<file path="src/sv/led_breath_flash_controller_unit_assert.svh">
// ----------------------------------------------------------------------------
// LED breath/flash controller assertion macros
// Concurrent check wrappers, empty when synthesised.
// ----------------------------------------------------------------------------
`ifndef LED_BREATH_FLASH_CONTROLLER_UNIT_ASSERT_SVH
`define LED_BREATH_FLASH_CONTROLLER_UNIT_ASSERT_SVH

`ifndef SYNTHESIS

// Check a property at every clock edge outside reset
`define LBF_ASSERT(label, clk, rst_n, prop) \
	label: assert property (@(posedge clk) disable iff (!rst_n) (prop)) \
		else $error("lbf assertion failed");

// Check that a condition implies a consequence in the next cycle
`define LBF_ASSERT_NEXT(label, clk, rst_n, pre, post) \
	label: assert property (@(posedge clk) disable iff (!rst_n) (pre) |=> (post)) \
		else $error("lbf assertion failed");

`else

`define LBF_ASSERT(label, clk, rst_n, prop)
`define LBF_ASSERT_NEXT(label, clk, rst_n, pre, post)

`endif

`endif

</file>
<file path="src/sv/lbf_pkg.sv">
// ----------------------------------------------------------------------------
// LED breath/flash controller package
// Shared types, register indexes, reset values and mode codes.
// ----------------------------------------------------------------------------
package lbf_pkg;

	// Configuration register indexes
	localparam int unsigned CFG_IDX_W = 3;
	localparam logic [CFG_IDX_W-1:0] REG_PWM_TOP        = 3'd0;
	localparam logic [CFG_IDX_W-1:0] REG_RAMP_INCR      = 3'd1;
	localparam logic [CFG_IDX_W-1:0] REG_BREATH_INTVL   = 3'd2;
	localparam logic [CFG_IDX_W-1:0] REG_FAST_PERIOD    = 3'd3;
	localparam logic [CFG_IDX_W-1:0] REG_SLOW_PERIOD    = 3'd4;

	// Register reset values
	localparam logic [15:0] RST_PWM_TOP      = 16'd999;
	localparam logic [15:0] RST_RAMP_INCR    = 16'd10;
	localparam logic [15:0] RST_BREATH_INTVL = 16'd10;
	localparam logic [15:0] RST_FAST_PERIOD  = 16'd500;
	localparam logic [15:0] RST_SLOW_PERIOD  = 16'd1000;

	// Requested mode codes on the request stream
	localparam logic [2:0] MODE_OFF     = 3'd0;
	localparam logic [2:0] MODE_ON      = 3'd1;
	localparam logic [2:0] MODE_BREATHE = 3'd2;
	localparam logic [2:0] MODE_FAST    = 3'd3;
	localparam logic [2:0] MODE_SLOW    = 3'd4;

	// Request kinds
	localparam logic KIND_UPDATE = 1'b0;
	localparam logic KIND_SET    = 1'b1;

	// Active LED mode, one-hot
	typedef enum logic [4:0] {
		ST_OFF     = 5'b00001,
		ST_ON      = 5'b00010,
		ST_BREATHE = 5'b00100,
		ST_FAST    = 5'b01000,
		ST_SLOW    = 5'b10000
	} led_state_t;

	typedef struct packed {
		logic [15:0] pwm_top;
		logic [15:0] ramp_incr;
		logic [15:0] breath_intvl;
		logic [15:0] fast_period;
		logic [15:0] slow_period;
	} cfg_t;

	typedef struct packed {
		logic        kind;
		logic [2:0]  mode;
		logic [31:0] now_ms;
	} item_t;

	// Map a valid mode code to its one-hot state
	function automatic led_state_t mode_to_state(input logic [2:0] code);
		led_state_t st;
		unique case (code)
			MODE_OFF:     st = ST_OFF;
			MODE_ON:      st = ST_ON;
			MODE_BREATHE: st = ST_BREATHE;
			MODE_FAST:    st = ST_FAST;
			MODE_SLOW:    st = ST_SLOW;
			default:      st = ST_OFF;
		endcase
		return st;
	endfunction

endpackage

</file>
<file path="src/sv/lbf_cfg.sv">
// ----------------------------------------------------------------------------
// LED breath/flash controller configuration registers
// Write-only register file for the five timing and level settings.
// ----------------------------------------------------------------------------
module lbf_cfg (
	input  logic                          clk,
	input  logic                          arst_n,
	input  logic                          wr_en,
	input  logic [lbf_pkg::CFG_IDX_W-1:0] wr_index,
	input  logic [15:0]                   wr_data,
	output lbf_pkg::cfg_t                 cfg
);

	lbf_pkg::cfg_t cfg_q;

	// Decode the index and load the addressed register
	always_ff @(posedge clk or negedge arst_n) begin
		if (!arst_n) begin
			cfg_q.pwm_top      <= lbf_pkg::RST_PWM_TOP;
			cfg_q.ramp_incr    <= lbf_pkg::RST_RAMP_INCR;
			cfg_q.breath_intvl <= lbf_pkg::RST_BREATH_INTVL;
			cfg_q.fast_period  <= lbf_pkg::RST_FAST_PERIOD;
			cfg_q.slow_period  <= lbf_pkg::RST_SLOW_PERIOD;
		end else if (wr_en) begin
			unique case (wr_index)
				lbf_pkg::REG_PWM_TOP:      cfg_q.pwm_top      <= wr_data;
				lbf_pkg::REG_RAMP_INCR:    cfg_q.ramp_incr    <= wr_data;
				lbf_pkg::REG_BREATH_INTVL: cfg_q.breath_intvl <= wr_data;
				lbf_pkg::REG_FAST_PERIOD:  cfg_q.fast_period  <= wr_data;
				lbf_pkg::REG_SLOW_PERIOD:  cfg_q.slow_period  <= wr_data;
				default: ;
			endcase
		end
	end

	assign cfg = cfg_q;

endmodule

</file>
<file path="src/sv/lbf_core.sv">
// ----------------------------------------------------------------------------
// LED breath/flash controller core
// Mode state, breathing ramp and flash toggles; one request per cycle on step.
// ----------------------------------------------------------------------------
`include "led_breath_flash_controller_unit_assert.svh"

module lbf_core (
	input  logic           clk,
	input  logic           arst_n,
	input  lbf_pkg::cfg_t  cfg,
	input  logic           step,
	input  lbf_pkg::item_t item,
	output logic [15:0]    duty
);

	lbf_pkg::led_state_t mode_q, mode_n, tgt;
	logic [31:0] last_q, last_n;
	logic [15:0] bright_q, bright_n;
	logic        ramp_q, ramp_n;
	logic [15:0] level_q, level_n;

	logic [31:0] elapsed;
	logic [16:0] b_sum;
	logic [15:0] b_dec;
	logic [16:0] b_raw;
	logic        hit_top;
	logic [15:0] b_new;
	logic        ramp_new;
	logic [15:0] half;
	logic        mode_ok;
	logic        upd_in_off;
	logic        set_to_off;

	// Elapsed time with wrapping subtraction
	assign elapsed = item.now_ms - last_q;

	// Next breathing level: saturate up, clamp down at zero
	assign b_sum    = {1'b0, bright_q} + {1'b0, cfg.ramp_incr};
	assign b_dec    = (bright_q >= cfg.ramp_incr) ? (bright_q - cfg.ramp_incr) : 16'd0;
	assign b_raw    = ramp_q ? {1'b0, b_dec} : b_sum;
	assign hit_top  = (b_raw >= {1'b0, cfg.pwm_top});
	assign b_new    = hit_top ? cfg.pwm_top : b_raw[15:0];
	assign ramp_new = hit_top ? 1'b1 : ((b_raw == 17'd0) ? 1'b0 : ramp_q);

	// Half flash period for the active flash mode
	assign half = (mode_q == lbf_pkg::ST_FAST) ? {1'b0, cfg.fast_period[15:1]}
	                                           : {1'b0, cfg.slow_period[15:1]};

	assign mode_ok = (item.mode <= lbf_pkg::MODE_SLOW);
	assign tgt     = lbf_pkg::mode_to_state(item.mode);

	// Work out the next state for the request in hand
	always_comb begin
		mode_n   = mode_q;
		last_n   = last_q;
		bright_n = bright_q;
		ramp_n   = ramp_q;
		level_n  = level_q;
		if (item.kind == lbf_pkg::KIND_SET) begin
			if (mode_ok && (tgt != mode_q)) begin
				mode_n = tgt;
				unique case (tgt) inside
					lbf_pkg::ST_OFF: level_n = 16'd0;
					lbf_pkg::ST_ON:  level_n = cfg.pwm_top;
					lbf_pkg::ST_BREATHE: begin
						bright_n = 16'd0;
						ramp_n   = 1'b0;
						last_n   = item.now_ms;
					end
					lbf_pkg::ST_FAST, lbf_pkg::ST_SLOW: begin
						level_n = 16'd0;
						last_n  = item.now_ms;
					end
					default: ;
				endcase
			end
		end else begin
			unique case (mode_q) inside
				lbf_pkg::ST_BREATHE: begin
					if (elapsed >= {16'd0, cfg.breath_intvl}) begin
						last_n   = item.now_ms;
						bright_n = b_new;
						ramp_n   = ramp_new;
						level_n  = b_new;
					end
				end
				lbf_pkg::ST_FAST, lbf_pkg::ST_SLOW: begin
					if (elapsed >= {16'd0, half}) begin
						last_n  = item.now_ms;
						level_n = (level_q == 16'd0) ? cfg.pwm_top : 16'd0;
					end
				end
				default: ;
			endcase
		end
	end

	// Advance the state when a request is processed
	always_ff @(posedge clk or negedge arst_n) begin
		if (!arst_n) begin
			mode_q   <= lbf_pkg::ST_OFF;
			last_q   <= 32'd0;
			bright_q <= 16'd0;
			ramp_q   <= 1'b0;
			level_q  <= 16'd0;
		end else if (step) begin
			mode_q   <= mode_n;
			last_q   <= last_n;
			bright_q <= bright_n;
			ramp_q   <= ramp_n;
			level_q  <= level_n;
		end
	end

	// Clamp the result to the current top
	assign duty = (level_n > cfg.pwm_top) ? cfg.pwm_top : level_n;

	// Request classes watched by the checks below
	assign upd_in_off = step && (item.kind == lbf_pkg::KIND_UPDATE)
		&& (mode_q == lbf_pkg::ST_OFF);
	assign set_to_off = step && (item.kind == lbf_pkg::KIND_SET)
		&& (item.mode == lbf_pkg::MODE_OFF);

	`LBF_ASSERT(a_duty_le_top, clk, arst_n, duty <= cfg.pwm_top)
	`LBF_ASSERT_NEXT(a_off_holds, clk, arst_n, upd_in_off, $stable(level_q))
	`LBF_ASSERT_NEXT(a_set_off_clears, clk, arst_n, set_to_off, level_q == 16'd0)

endmodule

</file>
<file path="src/sv/led_breath_flash_controller_unit.sv">
// ----------------------------------------------------------------------------
// LED breath/flash controller
// Produces the LED PWM duty for update and set-mode requests.
// ----------------------------------------------------------------------------
// Channel   Dir  Fields (low bit first)
// s_axis    in   tuser: kind; tdata: mode[2:0], now_ms[34:3], unused [39:35]
// m_axis    out  tdata: duty[15:0]
// wr        in   wr_index selects register, wr_data written when wr_en
//
// One request per cycle while the result stream is not stalled; each
// request is processed when it moves from the input register into the
// result register, which it does once the result register is free, and
// its duty is then offered from the result register. The state update and
// the clamp sit in a single stage between the two registers.
// Reset clears the mode to off and all levels and timestamps to zero.
// A stalled result holds the result register; the input register keeps
// taking a request as long as the result register can move on.
// ----------------------------------------------------------------------------
module led_breath_flash_controller_unit (
	input  logic                          clk,
	input  logic                          arst_n,
	input  logic                          s_axis_tvalid,
	output logic                          s_axis_tready,
	input  logic [39:0]                   s_axis_tdata,  // mode[2:0], now_ms[34:3], pad
	input  logic                          s_axis_tuser,  // kind[0]
	output logic                          m_axis_tvalid,
	input  logic                          m_axis_tready,
	output logic [15:0]                   m_axis_tdata,  // duty[15:0]
	input  logic                          wr_en,
	input  logic [lbf_pkg::CFG_IDX_W-1:0] wr_index,
	input  logic [15:0]                   wr_data
);

	lbf_pkg::cfg_t  cfg;
	lbf_pkg::item_t item_s1;
	logic           valid_s1;
	logic           out_valid_s2;
	logic [15:0]    duty_s2;
	logic [15:0]    duty;
	logic           advance;
	logic           s_take;

	lbf_cfg u_cfg (
		.clk      (clk),
		.arst_n   (arst_n),
		.wr_en    (wr_en),
		.wr_index (wr_index),
		.wr_data  (wr_data),
		.cfg      (cfg)
	);

	// Move the held request on when the result register is free
	assign advance       = valid_s1 && (!out_valid_s2 || m_axis_tready);
	assign s_axis_tready = !valid_s1 || advance;
	assign s_take        = s_axis_tvalid && s_axis_tready;

	// Input register: hold the request valid flag
	always_ff @(posedge clk or negedge arst_n) begin
		if (!arst_n) begin
			valid_s1 <= 1'b0;
		end else if (s_take) begin
			valid_s1 <= 1'b1;
		end else if (advance) begin
			valid_s1 <= 1'b0;
		end
	end

	// Input register payload
	always_ff @(posedge clk) begin
		if (s_take) begin
			item_s1.kind   <= s_axis_tuser;
			item_s1.mode   <= s_axis_tdata[2:0];
			item_s1.now_ms <= s_axis_tdata[34:3];
		end
	end

	lbf_core u_core (
		.clk    (clk),
		.arst_n (arst_n),
		.cfg    (cfg),
		.step   (advance),
		.item   (item_s1),
		.duty   (duty)
	);

	// Result register: fill on advance, drop when taken
	always_ff @(posedge clk or negedge arst_n) begin
		if (!arst_n) begin
			out_valid_s2 <= 1'b0;
		end else if (advance) begin
			out_valid_s2 <= 1'b1;
		end else if (m_axis_tready) begin
			out_valid_s2 <= 1'b0;
		end
	end

	always_ff @(posedge clk) begin
		if (advance) begin
			duty_s2 <= duty;
		end
	end

	assign m_axis_tvalid = out_valid_s2;
	assign m_axis_tdata  = duty_s2;

endmodule
</file>
<file path="config.mk">
export PLATFORM = sky130hd
export DESIGN_NAME = led_breath_flash_controller_unit
export DESIGN_NICKNAME = d
export VERILOG_FILES = /design/src/sv/lbf_pkg.sv /design/src/sv/lbf_cfg.sv /design/src/sv/lbf_core.sv /design/src/sv/led_breath_flash_controller_unit.sv
export VERILOG_INCLUDE_DIRS = /design/src /design/src/sv
export SDC_FILE = /design/constraint.sdc
export NUM_CORES = 1
export LEC_CHECK = 0
export BUFFER_PORTS_ARGS = -buffer_cell sky130_fd_sc_hd__buf_4
export CAP_MARGIN = 20
export CORE_UTILIZATION = 60
export CTS_CLUSTER_DIAMETER = 40
export DETAILED_ROUTE_END_ITERATION = 12
export PLACE_DENSITY = 0.79
export SYNTH_ARGS = -nofsm -noshare
export SYNTH_HDL_FRONTEND = slang
export SYNTH_SLANG_ARGS = --single-unit
</file>
<file path="constraint.sdc">
create_clock -name clk -period 10.57 [get_ports clk]
set_clock_uncertainty 0.05 [all_clocks]
set_input_delay 3.171 -clock clk [delete_from_list [all_inputs] [get_ports clk]]
set_output_delay 3.171 -clock clk [all_outputs]
set_load 0.1 [all_outputs]
</file>
==> flow_metrics.env, run 1 <==
export IMPL_outcome="complete, no violations"
export IMPL_synth_mux_area_fraction_pct=8.20
export IMPL_crit_slowest_cell="nor2_1"
export IMPL_required_ns=10.78
export IMPL_min_path_type="reg -> reg"
export IMPL_drtIter0Drc=896
export IMPL_yosysWarnings=0
export IMPL_num_antenna_cells=0
export IMPL_cts_sinks=202
export IMPL_tritoncts="yes"
export IMPL_fp_row_count=56
export IMPL_start_util_pct=61.0
export IMPL_synthCells=1551
export IMPL_gp_congestion=0.914
export IMPL_rsz0062_at_grt="no"
export IMPL_syn_area_per_cell_um2=9.21
export IMPL_grt_overflow=0
export IMPL_globalRouteTotalUtil_pct=30.6
export IMPL_peakVddDrop_uv=178
export IMPL_grt_max_degree=79
export IMPL_startpoint="u_cfg.cfg[49]"
export IMPL_clk_path_buf_depth=3
export IMPL_num_vias=12100
export IMPL_synth_xor_xnor_area_share_pct=1.96
export IMPL_leakage_nw=7.20
export IMPL_yosysUniqueCellTypes=88
export IMPL_detail_route_wirelength_mm=36.4
export IMPL_area_growth_syn_to_layout_pct=13.4
export IMPL_r2r_start="u_cfg.cfg[49]"
export IMPL_cts_made_buffers=35
export IMPL_syn_nets=1745
export IMPL_yosys_area_top_type="dfrtp_1"
export IMPL_finalHoldViolCount=0
export IMPL_firstDrtPassIters=5
export IMPL_maxSlewHeadroom_pct=29.0
export IMPL_end_kind="flip-flop"
export IMPL_grtUsageMet2_pct=53.5
export IMPL_synthAdderAreaFrac_pct=11.5
export IMPL_yosysTopAreaCellShare_pct=21.9
export IMPL_grt_pass1_wl_mm=59.3
export IMPL_setup_tns_ns=0
export IMPL_path_common_cell="o21ai_0"
export IMPL_clock_root_buffer="clkbuf_16"
export IMPL_synth_area_top_cells="dfrtp_1 22%, ha_1 11%, edfxtp_1 11%"
export IMPL_ys_seq_elements=202
export IMPL_worst_pin_slew_ns=1.06
export IMPL_p_per_area_nw_per_um2=306
export IMPL_ant_nets=0
export IMPL_r2r_cells=34
export IMPL_drc=0
export IMPL_worstSetupEndpoint="m_axis_tdata[0]"
export IMPL_antenna_found_initial=0
export IMPL_clk_pin_slew_ns=0.06
export IMPL_seq_area_frac_synth_pct=37.4
export IMPL_drv_slew=0
export IMPL_drive_above_1_share_pct=15.7
export IMPL_portBuffers=77
export IMPL_maxCapViolCount=0
export IMPL_period_needed_ns=8.56
export IMPL_dieArea_um2=24400
export IMPL_viasPerCell=6.21
export IMPL_synth_simple_area_share_pct=14.2
export IMPL_grt_pass1_vias=12000
export IMPL_syn_area_um2=14300
export IMPL_h_tree_depth=2
export IMPL_avgRoutedWirePerCell_um=18.7
export IMPL_r2r_setup_slack_ns=2.01
export IMPL_synth_main_ff_cell="dfrtp_1"
export IMPL_cp_max_fo=26
export IMPL_synth_top_family_by_area="compound AO/OA/AOI/OAI gates"
export IMPL_clk_latency_ns=0.52
export IMPL_setup_viol=0
export IMPL_cts_setup_buffers=0
export IMPL_pin_count=83
export IMPL_dp_hpwl_mm=26.2
export IMPL_core_um2=23400
export IMPL_top_usage_layer="met2"
export IMPL_holdBufCountCts=0
export IMPL_crit_type="reg -> reg"
export IMPL_nets=1790
export IMPL_die_y_um=156
export IMPL_synth_edf_count=52
export IMPL_ctsResizeCount=0
export IMPL_grt_util_met1_pct=37.6
export IMPL_dp_slack_ns=2.28
export IMPL_finalCritPeriodShare_pct=81.0
export IMPL_slowest_delay_ns=0.62
export IMPL_layout_setup_ws_ns=2.01
export IMPL_r2r_end="m_axis_tdata[0]"
export IMPL_die_x_um=156
export IMPL_async_flop_share_pct=74.3
export IMPL_synth_compound_area_share_pct=21.3
export IMPL_use_met3_pct=4.21
export IMPL_crit_arrival_ns=8.78
export IMPL_fmax_ghz=0.117
export IMPL_cp_start_kind="flip-flop"
[stage by stage]
step           hold WS (ns)  instance area, um2  total power [mW]  cells  utilization, %
4_1_cts               0.443               16200              4.95   1942            69.2
3_3_place_gp          0.418               15000              3.73   1878            64.3
5_1_grt               0.457               16200              5.32   1942            69.2
3_5_place_dp          0.431               15000              3.81   1878            64.3
6_report              0.436               16200              4.96   1942            69.2
2_1_floorplan         0.407               14300              3.17   1551               -
[flip-flops by register name, summed over array words and instances (netlist names), 5 cells and up]
register / cells
item_s1: 36
m_axis_tdata: 16
u_cfg.cfg: 78
u_core.bright_q: 16
u_core.last_q: 32
u_core.level_q: 16
u_core.mode_q: 5
[synthesized netlist by cell type, types with 14 or more instances]
cell,n
inv_1,121
mux2i_1,27
o21a_1,14
xnor2_1,21
nand3_1,34
o21ai_0,133
a211oi_1,14
edfxtp_1,52
mux2_2,50
nor3_1,26
nand2_1,163
dfstp_2,25
mux2_1,30
a21oi_1,101
nand4_1,22
o211ai_1,18
o31ai_1,16
a21o_1,38
nor2_1,69
ha_1,126
nand2b_1,19
clkbuf_1,69
dfrtp_1,125
[cell type report]
type | instances | area [um2]
Timing Repair Buffer | 88 | 664
Multi-Input combinational cell | 1148 | 8180
Sequential cell | 202 | 5350
Fill cell | 1849 | 7200
Clock inverter | 24 | 225
Tap cell | 319 | 399
Inverter | 121 | 454
Clock buffer | 40 | 936
[placed cells by master (no fill, tap or decap), drive strengths merged, types with 9 or more instances in the layout]
cell,n
a211oi,15
a21o,38
a21oi,103
a221oi,10
a31oi,12
and3,11
buf,88
clkbuf,40
clkinv,12
dfrtp,125
dfstp,25
edfxtp,52
ha,126
inv,132
mux2,80
mux2i,27
nand2,163
nand2b,19
nand3,34
nand4,22
nor2,69
nor2b,9
nor3,27
nor4,12
o211ai,18
o21a,14
o21ai,140
o31ai,16
or2,10
or4,10
xnor2,21
xor2,11
[power by group]
| part | internal (mW) | total [mW] | leakage (nW) | switching [mW] |
|---|---|---|---|---|
| Clock | 0.679 | 1.11 | 0.571 | 0.426 |
| Combinational | 1.04 | 2.65 | 4.32 | 1.61 |
| Sequential | 1.04 | 1.21 | 2.31 | 0.169 |
[worst max-delay path, delay by kind of cell, from the launching register on]
family / cells / cell delay, ns
AO/OA/AOI/OAI: 20 / 3.85
adder cells (fa/ha/maj): 3 / 1.11
buffers and inverters: 2 / 0.43
flip-flops: 1 / 0.56
AND/OR/NAND/NOR: 9 / 2.25
[metal layers]
metal / share of wire [%] / routed length (um)
met1: 41 / 15000
met2: 50 / 18100
met3: 5.2 / 1900
met4: 3.8 / 1370
met5: 0 / 0
[worst min-delay path by stage]
| stage | from | to | slack [ns] | cells past startpoint |
|---|---|---|---|---|
| after floorplan | valid_s1 | m_axis_tvalid | 0.41 | 1 |
| after global placement | valid_s1 | m_axis_tvalid | 0.42 | 1 |
| after detailed placement | u_core.last_q[7] | u_core.last_q[7] | 0.43 | 1 |
| after CTS | u_core.last_q[22] | u_core.last_q[22] | 0.44 | 1 |
| after global routing | u_core.last_q[22] | u_core.last_q[22] | 0.46 | 1 |
| final | u_core.last_q[22] | u_core.last_q[22] | 0.44 | 1 |
[cells by family after synthesis]
logic type | Yosys count
muxes | 107
and+or+nand+nor | 418
AOI/OAI and AO/OA | 462
adders and majority gates | 129
xor gates and xnor gates | 32
DFF | 202
buffers and inverters | 201
Power figures use the tool's default switching activity.
==> inputs of run 2 (changes only) <==
CORE_UTILIZATION = 56   (was 60)
PLACE_DENSITY = 0.77   (was 0.79)
clock period = 7.1 ns   (was 10.57 ns; I/O delays follow)
==> flow_metrics.env, run 2 (synthesis gave the netlist of run 1 again) <==
export IMPL_clock_root_buffer="clkbuf_16"
export IMPL_start_util_pct=56.9
export IMPL_multiInputGateArea_um2=8440
export IMPL_clk_pin_slew_ns=0.05
export IMPL_portBuffers=77
export IMPL_drv_slew=0
export IMPL_nets=1919
export IMPL_holdBufCountCts=0
export IMPL_cts_sinks=202
export IMPL_cp_start_kind="flip-flop"
export IMPL_pin_count=83
export IMPL_crit_family="compound AO/OA/AOI/OAI gates"
export IMPL_worst_pin_slew_ns=1.02
export IMPL_gp_congestion=0.953
export IMPL_maxCapViolCount=0
export IMPL_grt_max_degree=115
export IMPL_outcome="finished with violations"
export IMPL_setup_tns_ns=-2.28
export IMPL_rsz0062_at_grt="yes"
export IMPL_num_antenna_cells=0
export IMPL_period_needed_ns=7.33
export IMPL_grt_pass1_wl_mm=63.0
export IMPL_fmax_ghz=0.137
export IMPL_stdcell_area_um2=17500
export IMPL_clk_path_buf_depth=3
export IMPL_viasPerCell=6.21
export IMPL_top_usage_layer="met2"
export IMPL_nFillCells=1918
export IMPL_core_um2=25100
export IMPL_drtIter0Drc=1065
export IMPL_dp_hpwl_mm=27.8
export IMPL_die_y_um=162
export IMPL_grt_util_met1_pct=36.3
export IMPL_cp_num_buf_inv=4
export IMPL_finalCritPeriodShare_pct=103
export IMPL_use_met3_pct=4.19
export IMPL_grt_overflow=0
export IMPL_tritoncts="yes"
export IMPL_avgRoutedWirePerCell_um=19.1
export IMPL_drc=0
export IMPL_crit_type="reg -> reg"
export IMPL_maxSlewHeadroom_pct=31.7
export IMPL_firstDrtPassIters=6
export IMPL_ant_nets=0
export IMPL_violations="negative setup slack"
export IMPL_dieArea_um2=26100
export IMPL_seqCellArea_um2=5350
export IMPL_die_x_um=162
export IMPL_largest_reg_flops=78
export IMPL_leakage_nw=7.89
export IMPL_cp_max_fo=5
export IMPL_globalRouteTotalUtil_pct=30.3
export IMPL_min_path_type="reg -> reg"
export IMPL_detail_route_wirelength_mm=39.7
export IMPL_clk_latency_ns=0.52
export IMPL_dp_slack_ns=-0.208
export IMPL_p_per_area_nw_per_um2=479
export IMPL_setup_viol=16
export IMPL_drive_above_1_share_pct=24.6
export IMPL_num_vias=12900
export IMPL_grt_pass1_vias=12600
export IMPL_end_kind="flip-flop"
export IMPL_crit_slowest_cell="fa_2"
export IMPL_final_common_cell="buf_4"
export IMPL_grtUsageMet2_pct=52.5
export IMPL_peakVddDrop_uv=320
export IMPL_fp_row_count=58
export IMPL_most_common_layout_cells="207 x buf_4, 156 x nand2_1, 125 x dfrtp_1"
export IMPL_layout_setup_ws_ns=-0.225
export IMPL_area_growth_syn_to_layout_pct=22.6
export IMPL_slowest_delay_ns=0.38
export IMPL_finalHoldViolCount=0
export IMPL_antenna_found_initial=0
export IMPL_cts_made_buffers=35
export IMPL_h_tree_depth=2
export IMPL_placed_area_um2=15700
export IMPL_required_ns=7.31
export IMPL_crit_arrival_ns=7.54
[run 2: changes by cell type in the layout (fill, tap and decap cells not counted), sizes merged]
cell      before  now
buf           88  217
clkinvlp       0    7
inv          132  127
clkbuf        40   38
bufinv         1    2
clkinv        12   11
[run 2: metrics by stage]
stage	utilization, %	std cells	hold WS, ns	total power [mW]
after floorplan	-	1551	0.407	4.74
after global placement	62.4	1972	0.416	5.90
after detailed placement	62.4	1972	0.419	6.03
after CTS	68.3	2068	0.434	8.03
after global routing	69.7	2082	0.454	8.90
final	69.7	2082	0.434	8.39
[run 2: per-layer routing]
metal  vias to the layer above  part of all wire (%)
li1                       6033                     -
met1                      6218                    40
met2                       514                    49
met3                       164                   5.5
met4                         0                   5.6
met5                         -                     0
[run 2: final cells by class]
type	count	share of cell area (%)
tap	330	2.36
inverter	121	2.59
clock buffer	38	5.19
sequential	202	30.5
clock inverter	26	1.42
timing repair buffer	217	9.69
multi-input combinational	1148	48.2
[run 2: power by group]
| part | total (mW) | leakage (nW) | switching, mW | internal, mW |
|---|---|---|---|---|
| clock network | 1.64 | 0.545 | 0.624 | 1.02 |
| registers | 1.79 | 2.31 | 0.238 | 1.55 |
| logic | 4.96 | 5.04 | 2.76 | 2.20 |
| total | 8.39 | 7.89 | 3.62 | 4.77 |
[run 2: path summary, 6_finish.rpt]
path                       depth (start not counted)  slack (ns)                   to          startpoint
setup / recovery                                  36       -0.23      m_axis_tdata[0]  u_core.bright_q[0]
hold / removal                                     1        0.43        m_axis_tvalid            valid_s1
setup reg to reg                                  36       -0.23      m_axis_tdata[0]  u_core.bright_q[0]
hold reg to reg                                    1        0.43        m_axis_tvalid            valid_s1
max in group asynchronous                          3        4.23        u_cfg.cfg[66]              arst_n
min in group asynchronous                          1        1.48  u_core.bright_q[13]              arst_n
[run 2: what timing repair did]
item | CTS | global route
buffers inserted | 31 | 14
setup endpoints to repair | 16 | 16
pin swaps | 12 | 41
gates resized for setup | 20 | 60
endpoints found under the hold margin | 0 | 0
cloned | 1 | 0
==> inputs of run 3 (changes only) <==
ABC_AREA = 1   (was default)
CORE_MARGIN = 2   (was default)
CORE_UTILIZATION = 57   (was 56)
PLACE_DENSITY = 0.78   (was 0.77)
==> flow_metrics.env, run 3 <==
export IMPL_outcome="complete, no violations"
export IMPL_dp_hpwl_mm=31.4
export IMPL_path_common_cell="nand2_1"
export IMPL_rsz0062_at_grt="no"
export IMPL_clk_pin_slew_ns=0.06
export IMPL_p_int_mw=4.11
export IMPL_synth_main_ff_cell="dfrtp_1"
export IMPL_pin_count=83
export IMPL_globalRouteTotalUtil_pct=30.2
export IMPL_min_path_type="reg -> reg"
export IMPL_syn_area_per_cell_um2=7.17
export IMPL_num_antenna_cells=0
export IMPL_power_mw=8.38
export IMPL_cts_sinks=202
export IMPL_required_ns=7.31
export IMPL_finalHoldViolCount=0
export IMPL_firstDrtPassIters=6
export IMPL_cp_start_kind="flip-flop"
export IMPL_cp_max_fo=24
export IMPL_drive_above_1_share_pct=9.39
export IMPL_nets=2344
export IMPL_clockPowerShare_pct=17.1
export IMPL_ant_nets=0
export IMPL_core_um2=25800
export IMPL_slowest_delay_ns=0.56
export IMPL_die_y_um=166
export IMPL_gp_congestion=0.976
export IMPL_clock_root_buffer="clkbuf_16"
export IMPL_power_switching_mw=4.27
export IMPL_tritoncts="yes"
export IMPL_fp_row_count=59
export IMPL_grt_pass1_wl_mm=67.7
export IMPL_detail_route_wirelength_mm=41.4
export IMPL_yosysMostFrequentCell="nand2_1"
export IMPL_drc=0
export IMPL_ys_seq_elements=202
export IMPL_end_kind="flip-flop"
export IMPL_power_frac_comb_pct=61.1
export IMPL_yosysWarnings=0
export IMPL_largest_reg_flops=78
export IMPL_async_flop_share_pct=74.3
export IMPL_area_growth_syn_to_layout_pct=13.4
export IMPL_synthTopCellsByCount="616 x nand2_1, 324 x inv_1, 147 x o21ai_0"
export IMPL_synth_edf_count=52
export IMPL_drtIter0Drc=1088
export IMPL_period_needed_ns=6.37
export IMPL_crit_type="reg -> reg"
export IMPL_grt_overflow=0
export IMPL_die_x_um=166
export IMPL_dp_slack_ns=0.471
export IMPL_h_tree_depth=1
export IMPL_avgRoutedWirePerCell_um=16.5
export IMPL_synthCells=2078
export IMPL_finalCritPeriodShare_pct=89.7
export IMPL_portBuffers=77
export IMPL_clk_latency_ns=0.55
export IMPL_nFillCells=2283
export IMPL_grt_max_degree=65
export IMPL_swShare_pct=51.0
export IMPL_yosysUniqueCellTypes=44
export IMPL_num_vias=13900
export IMPL_worst_pin_slew_ns=0.997
export IMPL_yosys_area_top_type="dfrtp_1"
export IMPL_setup_tns_ns=0
export IMPL_yosysTopAreaCellShare_pct=21.0
export IMPL_maxSlewHeadroom_pct=33.4
export IMPL_leakage_nw=8.89
export IMPL_power_frac_seq_pct=21.8
export IMPL_p_per_area_nw_per_um2=496
export IMPL_syn_nets=2272
export IMPL_peakVddDrop_uv=287
export IMPL_syn_area_um2=14900
export IMPL_synth_area_top_cells="dfrtp_1 21%, nand2_1 16%, ha_1 11%"
export IMPL_drv_slew=0
export IMPL_maxCapViolCount=0
export IMPL_most_common_layout_cells="615 x nand2_1, 323 x inv_1, 146 x o21ai_0"
export IMPL_viasPerCell=5.55
export IMPL_cts_made_buffers=29
export IMPL_grt_pass1_vias=13500
export IMPL_final_common_cell="nand2_1"
export IMPL_setup_viol=0
export IMPL_seq_area_frac_synth_pct=35.9
export IMPL_start_util_pct=57.7
export IMPL_crit_arrival_ns=6.58
export IMPL_fmax_ghz=0.157
export IMPL_layout_setup_ws_ns=0.732
export IMPL_clk_path_buf_depth=3
export IMPL_crit_slowest_cell="dfstp_2"
export IMPL_dieArea_um2=27400
export IMPL_antenna_found_initial=0
run 3: final cells by class:
cell class              count  area, um2  share of cell area [%]
well taps                 335        419                    2.48
clock inverters            19        211                    1.25
inverters                 333       1250                    7.42
repair buffers            107        857                    5.07
multi-input cells        1477       8030                    47.5
flip-flops and latches    202       5350                    31.6
clock buffers              34        776                    4.59
run 3: logic make-up after synthesis:
family,share of synthesized area [%]
buf+inv,10.4
simple gates,26.2
xor+xnor,1.76
fa+ha+maj,11.0
mux,1.02
compound gates,13.7
flops,35.9
run 3: power by group through the flow:
stage	logic [mW]	registers, mW	clock network, mW
global route	5.78	1.86	1.50
CTS	5.03	1.82	1.45
floorplan	3.42	2.00	0
detailed placement	4.97	1.84	0
global placement	4.86	1.82	0
finish	5.13	1.82	1.43
run 3: metrics by stage:
| step | instances | util (%) | hold WS (ns) | area [um2] |
|---|---|---|---|---|
| after global routing | 2507 | 65.4 | 0.464 | 16900 |
| final | 2507 | 65.4 | 0.436 | 16900 |
| after global placement | 2445 | 61.1 | 0.412 | 15800 |
| after floorplan | 2078 | - | 0.398 | 14900 |
| after detailed placement | 2446 | 61.2 | 0.423 | 15800 |
| after CTS | 2499 | 65.0 | 0.438 | 16800 |
run 3: path summary, 6_finish.rpt:
kind / start / cells after the start / slack (ns) / end
max in group asynchronous: arst_n / 2 / 4.30 / u_core.level_q[5]
min in group asynchronous: arst_n / 1 / 1.50 / u_core.last_q[5]
min: u_cfg.cfg[1] / 2 / 0.44 / u_cfg.cfg[1]
max: u_cfg.cfg[49] / 36 / 0.73 / m_axis_tdata[2]
max reg2reg: u_cfg.cfg[49] / 36 / 0.73 / m_axis_tdata[2]
min reg2reg: u_cfg.cfg[1] / 2 / 0.44 / u_cfg.cfg[1]
run 3: critical path: cells and delay by family, from the launching register on:
kind	cells	cell delay [ns]
AOI/OAI and AO/OA	8	1.51
adders and majority gates	3	0.78
DFF	1	0.56
and+or+nand+nor	18	2.03
xor gates and xnor gates	1	0.21
buffers and inverters	6	0.91
run 3: timing repair:
action | CTS | global route
hold buffers | 0 | 0
buffers inserted | 0 | 4
endpoints found under the setup margin | 0 | 16
resized for setup | 0 | 3
run 3: metal layers:
metal / track usage (%) / vias to the layer above / wire length (um)
met5: 0 / - / 0
li1: - / 6891 / -
met2: 51.9 / 487 / 20000
met1: 37.3 / 6428 / 17000
met4: 16.2 / 0 / 2340
met3: 3.37 / 118 / 2130
